### config.mk
export PLATFORM = sky130hd
export DESIGN_NAME = bfth_ctrl
export DESIGN_NICKNAME = d
export VERILOG_FILES = /design/src/bfth_pkg.sv /design/src/bfth_ctrl.sv
export SDC_FILE = /design/constraint.sdc
export NUM_CORES = 1
export LEC_CHECK = 0
export ABC_CLOCK_PERIOD_IN_PS = 1230
export BUFFER_PORTS_ARGS = -buffer_cell sky130_fd_sc_hd__clkbuf_2
export CORE_UTILIZATION = 43
export CTS_CLUSTER_DIAMETER = 80
export DETAILED_ROUTE_END_ITERATION = 10
export GPL_TIMING_DRIVEN = 0
export MAX_ROUTING_LAYER = met4
export PLACE_DENSITY = 0.72
export SYNTH_ARGS = -nofsm -noshare
export SYNTH_HDL_FRONTEND = slang
export SYNTH_SLANG_ARGS = --single-unit
### constraint.sdc
create_clock -name clk_i -period 1.23 [get_ports clk_i]
set_input_delay 0.246 -clock clk_i [delete_from_list [all_inputs] [get_ports clk_i]]
set_output_delay 0.246 -clock clk_i [all_outputs]
set_load 0.02 [all_outputs]
### src/bfth_pkg.sv
// ----------------------------------------------------------------------------
// Bloom filter package
// Hash constants, the action codes and the controller/datapath command and
// status types.
// ----------------------------------------------------------------------------
package bfth_pkg;

  localparam int unsigned FilterBitsDefault = 65536;

  localparam logic [31:0] FnvOffset = 32'h811C9DC5;
  localparam logic [31:0] FnvPrime  = 32'h01000193;
  localparam logic [31:0] HashSeed  = 32'd42;

  localparam logic [31:0] MmC1 = 32'hCC9E2D51;
  localparam logic [31:0] MmC2 = 32'h1B873593;
  localparam logic [31:0] MmN  = 32'hE6546B64;
  localparam logic [31:0] MmF1 = 32'h85EBCA6B;
  localparam logic [31:0] MmF2 = 32'hC2B2AE35;

  localparam logic [31:0] XxP2 = 32'h85EBCA77;
  localparam logic [31:0] XxP3 = 32'hC2B2AE3D;
  localparam logic [31:0] XxP4 = 32'h27D4EB2F;
  localparam logic [31:0] XxP5 = 32'h165667B1;

  // Number of hash rounds; each round registers the hash values once.
  localparam int unsigned HashSteps = 5;

  typedef enum logic {
    ActInsert = 1'b0,
    ActQuery  = 1'b1
  } action_e;

  // Commands from the controller to the datapath.
  typedef struct packed {
    logic       load;      // capture a new key and action
    logic       step;      // advance the hash rounds by one
    logic       clr;       // clear one store word
    logic       probe;     // access the store at the selected hash
    logic [1:0] probe_sel; // which hash result to use
    logic       acc_init;  // restart the query accumulator
  } cmd_t;

  // Status from the datapath back to the controller.
  typedef struct packed {
    logic clr_last;
    logic is_query;
  } stat_t;

endpackage

### src/bfth_ctrl.sv
// ----------------------------------------------------------------------------
// Bloom filter controller
// Sequences the clearing sweep, the hash rounds, the three probes and the
// result register.
// ----------------------------------------------------------------------------
module bfth_ctrl
  import bfth_pkg::*;
(
  input  logic       clk_i,
  input  logic       rst_ni,
  input  logic       in_valid_i,
  output logic       in_stall_o,
  output logic       out_valid_o,
  input  logic       out_stall_i,
  input  stat_t      stat_i,
  input  logic       hit_i,
  output cmd_t       cmd_o,
  output logic [2:0] round_o,
  output logic       result_o
);

  typedef enum logic [2:0] {
    StClear,
    StIdle,
    StHash,
    StProbe,
    StDrain,
    StResult
  } state_e;

  state_e      state_q;
  logic [2:0]  round_q;
  logic [1:0]  probe_q;
  logic        out_valid_q;
  logic        result_q;
  logic        out_free;

  assign out_free   = !out_valid_q || !out_stall_i;
  assign in_stall_o = (state_q != StIdle);

  // Commands decoded from the current state.
  always_comb begin
    cmd_o           = '0;
    cmd_o.clr       = (state_q == StClear);
    cmd_o.load      = (state_q == StIdle) && in_valid_i;
    cmd_o.acc_init  = cmd_o.load;
    cmd_o.step      = (state_q == StHash);
    cmd_o.probe     = (state_q == StProbe);
    cmd_o.probe_sel = probe_q;
  end
  assign round_o = round_q;

  // State, counters and the result register.
  always_ff @(posedge clk_i or negedge rst_ni) begin
    if (!rst_ni) begin
      state_q     <= StClear;
      round_q     <= '0;
      probe_q     <= '0;
      out_valid_q <= 1'b0;
      result_q    <= 1'b0;
    end else begin
      if (state_q == StResult && out_free) begin
        out_valid_q <= 1'b1;
      end else if (!out_stall_i) begin
        out_valid_q <= 1'b0;
      end
      case (state_q)
        StClear: begin
          if (stat_i.clr_last) begin
            state_q <= StIdle;
          end
        end
        StIdle: begin
          if (in_valid_i) begin
            round_q <= '0;
            state_q <= StHash;
          end
        end
        StHash: begin
          round_q <= round_q + 3'd1;
          if (round_q == 3'(HashSteps - 1)) begin
            probe_q <= '0;
            state_q <= StProbe;
          end
        end
        StProbe: begin
          probe_q <= probe_q + 2'd1;
          if (probe_q == 2'd2) begin
            state_q <= stat_i.is_query ? StDrain : StIdle;
          end
        end
        StDrain: begin
          state_q <= StResult;
        end
        StResult: begin
          if (out_free) begin
            result_q <= hit_i;
            state_q  <= StIdle;
          end
        end
        default: state_q <= StIdle;
      endcase
    end
  end

  assign out_valid_o = out_valid_q;
  assign result_o    = result_q;

endmodule

==> reports/metrics.yaml, run 1 <==
power_leakage_nw: 0.4830
clk_pin_slew_worst_paths_ps: 70
timing.critical_path.slowest_cell_delay_ps: 380
worst-slew-pin-transition_ps: 261.7
grt.overflow.total: 0
die_x_um: 40.22
synthesis.area_um2: 628.1
layout-drive-gt1-share: 0.6408
hold_start: "hit_i"
crit_type: "flop to output port"
setup_slack_of_the_most_critical_reg_to_reg_path_ps: -250
syn_inst: 69
core_area_um2: 1334
totalPowerFinal_mw: 3.273
postRouteWirelength_mm: 1.715
final-instance-count-excl-fill: 118
critPathMaxFanout: 2
ctsRootBufferMaster: "sky130_fd_sc_hd__clkbuf_4"
reg2reg_from: "state_q[2]"
count_of_buffers_inserted_at_the_top_level_ports: 19
top_signal_layer_used: "met4"
met2_length_um: 864
post-route-period-util: 1.231
post-route-min-period_ps: 1514
tritoncts: "yes"
tritoncts_buffer_count: 3
yosys.area_share.simple: 0.2191
power_switching_mw: 1.449
fp-row-count: 13
synth-warning-count: 0
regToRegEndpoint: "state_q[0]"
drc_errors: 0
post-dp-hpwl_um: 986.4
synth.net_count: 79
synth_top_family_by_area: "simple AND/OR/NAND/NOR gates"
setup_ws_ps: -283.8
f_max_mhz: 660.6
setup_crit_end_kind: "output port"
hold-path-endpoint: "result_o"
yosys_register_bits: 10
critical_path.slowest_cell: "sky130_fd_sc_hd__dfrtp_1"
timing_max_transition_violations_final: 0
drt-met1-wl_um: 781
run_status: "finished, violations left"
internal_power_mw: 1.824
setup_viol: 10
synth_compound_area_frac: 0.1892
grt_antenna_before_repair: 0
power_frac_clock: 0.094
ctsLongestPathBuffers: 2
syn2layout_area_growth_pct: 63.75
swShare: 0.4429
first_global_vias: 545
powerDensity_nw_per_um2: 3182
failing_checks: "setup timing"
synth-adder-area-share: 0.05976
dp_cells: 103
layout.nets: 114
first_iter_violations: 11
start_util: 0.4709
critical_path_arrival_ps: 1270
vdd.ir_drop.worst_uv: 1847
syn-mean-instance-area_um2: 9.103
required_time_reported_for_the_critical_path_endpoint_ps: 980
rsz0062_at_grt: "yes"
dr.pass1.iters: 4
grt_max_degree: 11
synth_seq_area_share: 0.3984
routed_wire_length_per_instance_um: 14.53
pwr-share-seq: 0.193
detailroute.via_count: 643
timing.hold.worst_path_depth: 2
report.final.hold_viol_count: 0
ant_nets: 0
number_of_distinct_library_cell_variants_in_the_gate_level_netlist_after_synthesis: 24
synth_xor_xnor_area_share: 0
grt_pass1_wl_mm: 2.380
max_slew_margin: 0.8255
place_congestion: 0.7797
power_frac_comb: 0.714
multiplexer_share_of_the_synthesized_area: 0.05378
die_h_um: 40.22
crit_path_start: "state_q[2]"
cap_violations: 0
track_usage: 0.2345
cts.sinks: 10
min_path_type: "primary input to flop"
die-area_um2: 1618
clk-insertion-delay-late_ps: 270
cp_cell_sequence: "and2b_4 -> and3_4 -> buf_6 -> buf_8"
cts.htree.levels: 1
pin_count: 20
num_antenna_cells: 0
vias_per_cell: 5.449
timing.critical_path.from_type: "flop"
fin_skew_ps: 7.834
wl_met3_um: 57
worstRegToRegCells: 5
-- cell families (layout without fill, tap and decap cells) --
| kind of cell | Yosys count | count (layout) |
|---|---|---|
| flip-flops | 10 | 10 |
| buffers and inverters | 9 | 43 |
| AO/OA/AOI/OAI | 18 | 18 |
| multiplexers | 3 | 3 |
| adder cells (fa/ha/maj) | 3 | 3 |
| AND/OR/NAND/NOR | 26 | 26 |
-- placed cells by master, fill, tap and decap left out, drive strengths merged --
master and count:
ha 3, buf 19, and4 1, nand2 8
nor2b 1, o21ai 8, mux2 3, a21oi 7
and3 2, o211ai 1, nand2b 1, a41oi 1
nand3 3, o221ai 1, dfrtp 10, inv 5
nor3 3, and2b 1, nor2 5, nand3b 1
clkbuf 18, dlygate4sd3 1
-- flip-flops by register name (all words and copies together), names as in the netlist --
name / count
out_valid_o: 1
probe_q: 2
result_o: 1
round_o: 3
state_q: 3
-- synth_stat cells, drive strengths merged --
master | number | area share
dfrtp | 10 | 0.40
o21ai | 8 | 0.064
nand3b | 1 | 0.012
nand3 | 3 | 0.024
nor2 | 5 | 0.030
o211ai | 1 | 0.020
buf | 4 | 0.050
nor2b | 1 | 0.010
a41oi | 1 | 0.026
inv | 5 | 0.030
mux2 | 3 | 0.054
o221ai | 1 | 0.024
nand2b | 1 | 0.010
and2b | 1 | 0.016
nor3 | 3 | 0.032
ha | 3 | 0.060
and4 | 1 | 0.014
nand2 | 8 | 0.052
and3 | 2 | 0.020
a21oi | 7 | 0.056
-- power by group through the flow --
stage / clock, mW / sequential, mW / combinational, mW
floorplan: 0 / 0.723 / 1.00
global placement: 0 / 0.625 / 1.44
detailed placement: 0 / 0.633 / 1.46
CTS: 0.305 / 0.613 / 1.95
global route: 0.321 / 0.647 / 2.52
finish: 0.306 / 0.631 / 2.34
-- stage by stage --
step	setup slack, ps	cell area (µm²)	hold slack (ps)	TNS, ps	util
after detailed placement	-204.4	773.2	131.5	-866.4	0.5797
after floorplan	-197.5	659.4	-49.59	-400.7	-
after CTS	-313.0	950.9	220.7	-1997	0.7129
after global routing	-334.2	1028	224.7	-2496	0.7711
final	-283.8	1028	226.7	-2009	0.7711
after global placement	-181.9	773.2	128.3	-671.1	0.5797
-- layer usage --
| metal | GRT usage | vias up |
|---|---|---|
| met2 | 0.3750 | 14 |
| met1 | 0.2945 | 321 |
| met4 | 0.07500 | 0 |
| li1 | - | 306 |
| met5 | - | - |
| met3 | 0.05000 | 2 |
-- cell type report --
type,instances,area [µm²]
tap,15,18.77
clock buffer,4,36.28
multi-input combinational,50,425.4
buffer,4,45.04
timing repair buffer,30,229.0
sequential,10,255.2
fill,88,305.3
inverter,5,18.77
-- worst max path at each step --
stage,endpoint,cells past startpoint
2_1_floorplan,state_q[0],6
3_3_place_gp,state_q[0],5
3_5_place_dp,state_q[0],5
4_1_cts,cmd_o[6],4
5_1_grt,cmd_o[6],4
6_report,cmd_o[6],4
-- worst max-delay path, delay by kind of cell, from the launching register on --
family	cells	cell delay (ps)
AND/OR/NAND/NOR	2	440
flip-flops	1	380
buffers and inverters	2	180
-- timing repair --
action | 4_1_cts | 5_1_grt
pin swaps | 0 | 3
buffers inserted | 9 | 1
endpoints found under the setup margin | 12 | 12
gates resized for setup | 18 | 22
hold buffers | 1 | 0
hold endpoints to repair | 10 | 0
(Power assumes the default switching activity.)
==> run 2: changes to the inputs <==
==> constraint.sdc (replaced) <==
create_clock -name clk_i -period 1.23 [get_ports clk_i]
set_input_delay 0.1845 -clock clk_i [delete_from_list [all_inputs] [get_ports clk_i]]
set_output_delay 0.1845 -clock clk_i [all_outputs]
set_load 0.02 [all_outputs]
==> run 2 against run 1 <==
The flow still finishes with violations (setup timing). Largest cell class unchanged. Maximum frequency rose by 1.6%. Global-route usage rose by 3.1 points. Worst setup slack improved by 24 ps.
==> reports/metrics.yaml, run 2 (synthesis results as in run 1) <==
power_switching_mw: 1.518  # +4.7%
routed_wire_length_per_instance_um: 15.50  # +6.6%
timing.critical_path.from_type: "flop"
clk-insertion-delay-late_ps: 260  # about the same
crit_path_start: "state_q[0]"
reg2reg_from: "state_q[0]"
run_status: "finished, violations left"
final_core_utilization: 0.7917  # +0.02064
detailroute.via_count: 661  # +2.8%
fp-row-count: 13  # unchanged
die-area_um2: 1618  # unchanged
grt_pass1_wl_mm: 2.649  # +11%
grt.overflow.total: 0  # unchanged
ctsLongestPathBuffers: 2  # unchanged
dr.pass1.iters: 4  # unchanged
first_iter_violations: 13  # +2
final_cell_mix: "13 x sky130_fd_sc_hd__clkbuf_2, 12 x sky130_fd_sc_hd__buf_4, 8 x sky130_fd_sc_hd__dfrtp_1"
setup_crit_end_kind: "flop"
fill_cells: 79  # -10%
failing_checks: "setup timing"
totalPowerFinal_mw: 3.349  # +2.3%
layout.nets: 117  # +2.6%
rsz0062_at_grt: "yes"
powerDensity_nw_per_um2: 3171  # -0.34%
cap_violations: 0  # unchanged
cts.htree.levels: 1  # unchanged
cts.sinks: 10  # unchanged
start_util: 0.4709  # unchanged
timing.setup.tns_ps: -1804  # +205.5 ps
min_path_type: "primary input to flop"
ant_nets: 0  # unchanged
pin_count: 20  # unchanged
report.final.hold_viol_count: 0  # unchanged
tritoncts_buffer_count: 3  # unchanged
pwr-share-seq: 0.183  # -0.010
setup_viol: 9  # -1
ctsRootBufferMaster: "sky130_fd_sc_hd__clkbuf_4"
track_usage: 0.2656  # +0.03103
grt_antenna_before_repair: 0  # unchanged
internal_power_mw: 1.831  # +0.42%
place_congestion: 0.7259  # -6.9%
power_leakage_nw: 0.4987  # +3.3%
final-instance-count-excl-fill: 121  # +2.5%
required_time_reported_for_the_critical_path_endpoint_ps: 1380  # +400 ps
critical_path_arrival_ps: 1640  # +370 ps
fin_skew_ps: 3.416  # -4.418 ps
timing.critical_path.slowest_cell_delay_ps: 430  # +50 ps
power_frac_clock: 0.072  # -0.022
worst-slew-pin-transition_ps: 279.1  # +17.40 ps
die_h_um: 40.22  # unchanged
max_slew_margin: 0.8139  # -0.01160
cp_cell_sequence: "buf_6 -> nor3_4 -> a41oi_2 -> o221ai_4 -> mux2_4"
vias_per_cell: 5.463  # +0.25%
hold_start: "hit_i"
critPathMaxFanout: 4  # +2
power_frac_comb: 0.745  # +0.031
dp_cells: 103  # unchanged
post-route-period-util: 1.211  # -0.01989
post-route-min-period_ps: 1489  # -24.47 ps
crit_type: "flop to flop"
critical_path.slowest_cell: "sky130_fd_sc_hd__dfrtp_1"
clk_pin_slew_worst_paths_ps: 70  # about the same
core_area_um2: 1334  # unchanged
timing_max_transition_violations_final: 0  # unchanged
first_global_vias: 634  # +16%
count_of_buffers_inserted_at_the_top_level_ports: 19  # unchanged
postRouteWirelength_mm: 1.875  # +9.3%
syn2layout_area_growth_pct: 68.13
tritoncts: "yes"
post-dp-hpwl_um: 942  # -4.5%
num_antenna_cells: 0  # unchanged
drc_errors: 0  # unchanged
die_x_um: 40.22  # unchanged
layout-drive-gt1-share: 0.6509  # +0.01017
hold-worst-slack_ps: 144.6  # -82.11 ps
vdd.ir_drop.worst_uv: 1573  # -15%
grt_max_degree: 11  # unchanged
setup_ws_ps: -259.3  # +24.47 ps
final_common_cell: "sky130_fd_sc_hd__clkbuf_2"
f_max_mhz: 671.5  # +1.6%
swShare: 0.4532  # +0.01039
==> run 2: cell types whose count changed in the layout (fill, tap and decap cells not counted), moves of 2 or more <==
cell / before / now
sky130_fd_sc_hd__dfrtp_1: 6 / 8
sky130_fd_sc_hd__nand3_2: 0 / 2
sky130_fd_sc_hd__dfrtp_2: 4 / 2
sky130_fd_sc_hd__o21ai_0: 8 / 6
sky130_fd_sc_hd__buf_4: 8 / 12
sky130_fd_sc_hd__buf_6: 9 / 6
sky130_fd_sc_hd__nand3_1: 3 / 1
==> run 2: routing by layer <==
layer,vias up,track usage,part of all wire
met3,4,0.03333,0.032
met5,-,-,0
met4,0,0.1250,0.012
met2,18,0.4879,0.52
li1,319,-,-
met1,320,0.2778,0.43
==> run 2: cell type report <==
| cell class | count | area (µm²) | area share |
|---|---|---|---|
| buffer | 4 | 45.04 | 0.04265 |
| clock buffer | 4 | 26.28 | 0.02488 |
| inverter | 5 | 18.77 | 0.01777 |
| multi-input combinational | 50 | 442.9 | 0.4194 |
| sequential | 10 | 252.7 | 0.2393 |
| tap | 15 | 18.77 | 0.01777 |
| timing repair buffer | 33 | 251.5 | 0.2382 |
==> run 2: critical path: cells and delay by family (launching register included) <==
| kind | cells | cell delay, ps |
|---|---|---|
| AND/OR/NAND/NOR | 1 | 170 |
| AO/OA/AOI/OAI | 2 | 300 |
| multiplexers | 1 | 320 |
| flip-flops | 1 | 430 |
| buffers and inverters | 1 | 150 |
==> run 2: what timing repair did <==
item	in CTS	in global routing
resized for setup	29	16
setup buffers	8	4
endpoints found under the setup margin	12	12
hold buffers	1	0
pin swaps	3	7
hold endpoints to repair	10	0
gates cloned	1	0
==> run 2: per-stage QoR <==
step                      setup WS, ps  area, µm²
after floorplan                 -197.5      651.9
after global placement          -180.9      765.7
after detailed placement        -202.2      765.7
after CTS                       -260.3      983.4
after global routing            -299.8       1056
final                           -259.3       1056
==> run 2: worst paths after layout <==
path                         endpoint  slack (ps)  cells past startpoint
setup / recovery           state_q[2]        -260                      5
hold / removal               result_o         140                      2
setup reg to reg           state_q[2]        -260                      5
hold reg to reg              result_o         500                      1
max in group asynchronous  round_o[1]         670                      2
min in group asynchronous  round_o[2]         330                      2
==> run 2: power by group through the flow <==
stage / combinational, mW / clock (mW) / sequential [mW]
global placement: 1.42 / 0 / 0.626
global route: 2.67 / 0.255 / 0.633
detailed placement: 1.44 / 0 / 0.633
CTS: 2.15 / 0.245 / 0.607
finish: 2.49 / 0.241 / 0.614
floorplan: 0.982 / 0 / 0.723
==> run 3: changes to the inputs <==
Settings changed: CELL_PAD_IN_SITES_DETAIL_PLACEMENT from default to 1, CELL_PAD_IN_SITES_GLOBAL_PLACEMENT from default to 1, CORE_ASPECT_RATIO from default to 0.7, CORE_UTILIZATION 43 to 32, PLACE_DENSITY 0.72 to default, PLACE_DENSITY_LB_ADDON from default to 0.1.
==> run 3 against run 2 <==
The run still ends with setup timing left. Die area grew 33%. Register-to-register slack worse by 30 ps. Sequential power grew 6.0%. Sequential share of layout area shrank 0.51 points. Worst setup slack worse by 32 ps. Via count is 2.3% lower. Combinational power grew 8%. Clock power grew 27%. Clock skew up 3.5 ps. Core utilization shrank 15 points. Non-clock buffer count decreased by 1. Count of clock-buffer cells in the layout stayed put. Critical path type unchanged. Largest cell class unchanged. Highest routed layer unchanged.
==> reports/metrics.yaml, run 3 (synthesis results as in run 1) <==
required_time_reported_for_the_critical_path_endpoint_ps: 1390  # about the same
critical_path.n_buffers_inverters: 1  # unchanged
clk-insertion-delay-late_ps: 270  # about the same
layout.nets: 116  # -0.85%
power_leakage_nw: 0.5076  # +1.8%
run_status: "finished, violations left"
failing_checks: "setup timing"
tritoncts_buffer_count: 3  # unchanged
fp-row-count: 12  # -1
vias_per_cell: 5.127  # -6.1%
layout-drive-gt1-share: 0.6571  # +0.006199
drc_errors: 0  # unchanged
grt_max_degree: 11  # unchanged
placement.setup.worst_slack_ps: -218.0  # -15.80 ps
timing.setup.tns_ps: -2469  # -664.6 ps
dr.pass1.iters: 4  # unchanged
post-route-min-period_ps: 1521  # +32.07 ps
final_cell_mix: "13 x sky130_fd_sc_hd__clkbuf_2, 9 x sky130_fd_sc_hd__buf_4, 7 x sky130_fd_sc_hd__buf_6"
postRouteWirelength_mm: 2.263  # +21%
powerDensity_nw_per_um2: 3318  # +4.6%
track_usage: 0.2415  # -0.02405
ctsLongestPathBuffers: 2  # unchanged
dp_cells: 109  # +5.8%
timing.critical_path.from_type: "flop"
cp_top_family: "flip-flops"
cap_violations: 0  # unchanged
place_congestion: 0.7084  # -2.4%
timing.critical_path.slowest_cell_delay_ps: 390  # -40 ps
pin_count: 20  # unchanged
grt.overflow.total: 0  # unchanged
post-dp-hpwl_mm: 1.174  # +25%
final-instance-count-excl-fill: 126  # +4.1%
setup_ws_ps: -291.4  # -32.07 ps
final_core_utilization: 0.6396  # -0.1521
die_h_um: 39.07  # -2.9%
core_area_um2: 1712  # +28%
count_of_buffers_inserted_at_the_top_level_ports: 19  # unchanged
worst-slew-pin-transition_ps: 271.0  # -8.050 ps
first_global_vias: 646  # +1.9%
start_util: 0.3670  # -0.1040
vdd.ir_drop.worst_uv: 1910  # +21%
cts.htree.levels: 1  # unchanged
rsz0062_at_grt: "yes"
totalPowerFinal_mw: 3.632  # +8.4%
max_slew_margin: 0.8174  # +0.003457
grt_pass1_wl_mm: 3.201  # +21%
final_common_cell: "sky130_fd_sc_hd__clkbuf_2"
report.final.hold_viol_count: 0  # unchanged
timing_max_transition_violations_final: 0  # unchanged
setup_slack_of_the_most_critical_reg_to_reg_path_ps: -290  # -30 ps
first_iter_violations: 3  # -10
fin_skew_ps: 6.942  # +3.526 ps
syn2layout_area_growth_pct: 74.30
cts.sinks: 10  # unchanged
setup_viol: 13  # +4
crit_type: "flop to flop"
min_path_type: "primary input to flop"
post-route-period-util: 1.237  # +0.02607
tritoncts: "yes"
ant_nets: 0  # unchanged
f_max_mhz: 657.3  # -2.1%
grt_antenna_before_repair: 0  # unchanged
detailroute.via_count: 646  # -2.3%
routed_wire_length_per_instance_um: 17.96  # +16%
critPathMaxFanout: 4  # unchanged
die_x_um: 54.96  # +37%
critical_path_arrival_ps: 1690  # +50 ps
die-area_um2: 2147  # +33%
ctsRootBufferMaster: "sky130_fd_sc_hd__clkbuf_4"
clk_pin_slew_worst_paths_ps: 70  # about the same
setup_crit_end_kind: "flop"
cp_cell_sequence: "and2b_4 -> buf_6 -> nand2_4 -> o221ai_4 -> mux2_4"
critical_path.slowest_cell: "sky130_fd_sc_hd__dfrtp_1"
num_antenna_cells: 0  # unchanged
run 3: cell types whose count changed in the layout (fill, tap and decap cells not counted), sizes merged:
| cell | delta |
|---|---|
| buf | -1 |
run 3: cell type report:
| cell class | count | area [µm²] |
|---|---|---|
| fill | 184 | 616.8 |
| sequential | 10 | 256.5 |
| timing repair buffer | 32 | 260.3 |
| multi-input combinational | 50 | 442.9 |
| clock buffer | 4 | 36.28 |
| tap | 21 | 26.28 |
| inverter | 5 | 18.77 |
| buffer | 4 | 53.80 |
run 3: layer usage:
layer	up-vias	share of wire	track usage
met3	6	0.056	0.09412
met1	306	0.45	0.2704
li1	313	-	-
met5	-	0	-
met4	0	0.031	0.1188
met2	21	0.47	0.3765
run 3: worst reg2reg max path, stage by stage, from the launching register on:
cell and delay, ps:
sky130_fd_sc_hd__dfrtp_1 390, sky130_fd_sc_hd__and2b_4 280, sky130_fd_sc_hd__buf_6 110, sky130_fd_sc_hd__nand2_4 60, sky130_fd_sc_hd__o221ai_4 240, sky130_fd_sc_hd__mux2_4 330
run 3: power breakdown:
group | switching [mW] | total, mW | internal, mW | leakage [nW]
logic | 1.34 | 2.68 | 1.33 | 0.367
clock network | 0.125 | 0.305 | 0.180 | 0.0210
registers | 0.161 | 0.651 | 0.489 | 0.120
run 3: stage by stage:
step | instance area (µm²) | hold WS [ps]
2_1_floorplan | 651.9 | -111.1
6_report | 1095 | 131.6
3_5_place_dp | 773.2 | 68.68
4_1_cts | 1011 | 129.4
5_1_grt | 1095 | 123.8
3_3_place_gp | 773.2 | 77.87
run 3: final timing paths:
path | start | endpoint | cells past startpoint
min in group asynchronous | rst_ni | round_o[2] | 2
worst min register to register | result_o | result_o | 1
worst max-delay path | state_q[2] | state_q[2] | 5
max in group asynchronous | rst_ni | round_o[1] | 2
worst max register to register | state_q[2] | state_q[2] | 5
worst min-delay path | hit_i | result_o | 2
run 3: repair_timing:
action | 4_1_cts | 5_1_grt
endpoints found under the hold margin | 10 | 0
hold buffers | 1 | 0
gates cloned | 0 | 0
buffers inserted | 9 | 3
endpoints found under the setup margin | 12 | 15
gates resized for setup | 29 | 23
pin swaps | 4 | 6
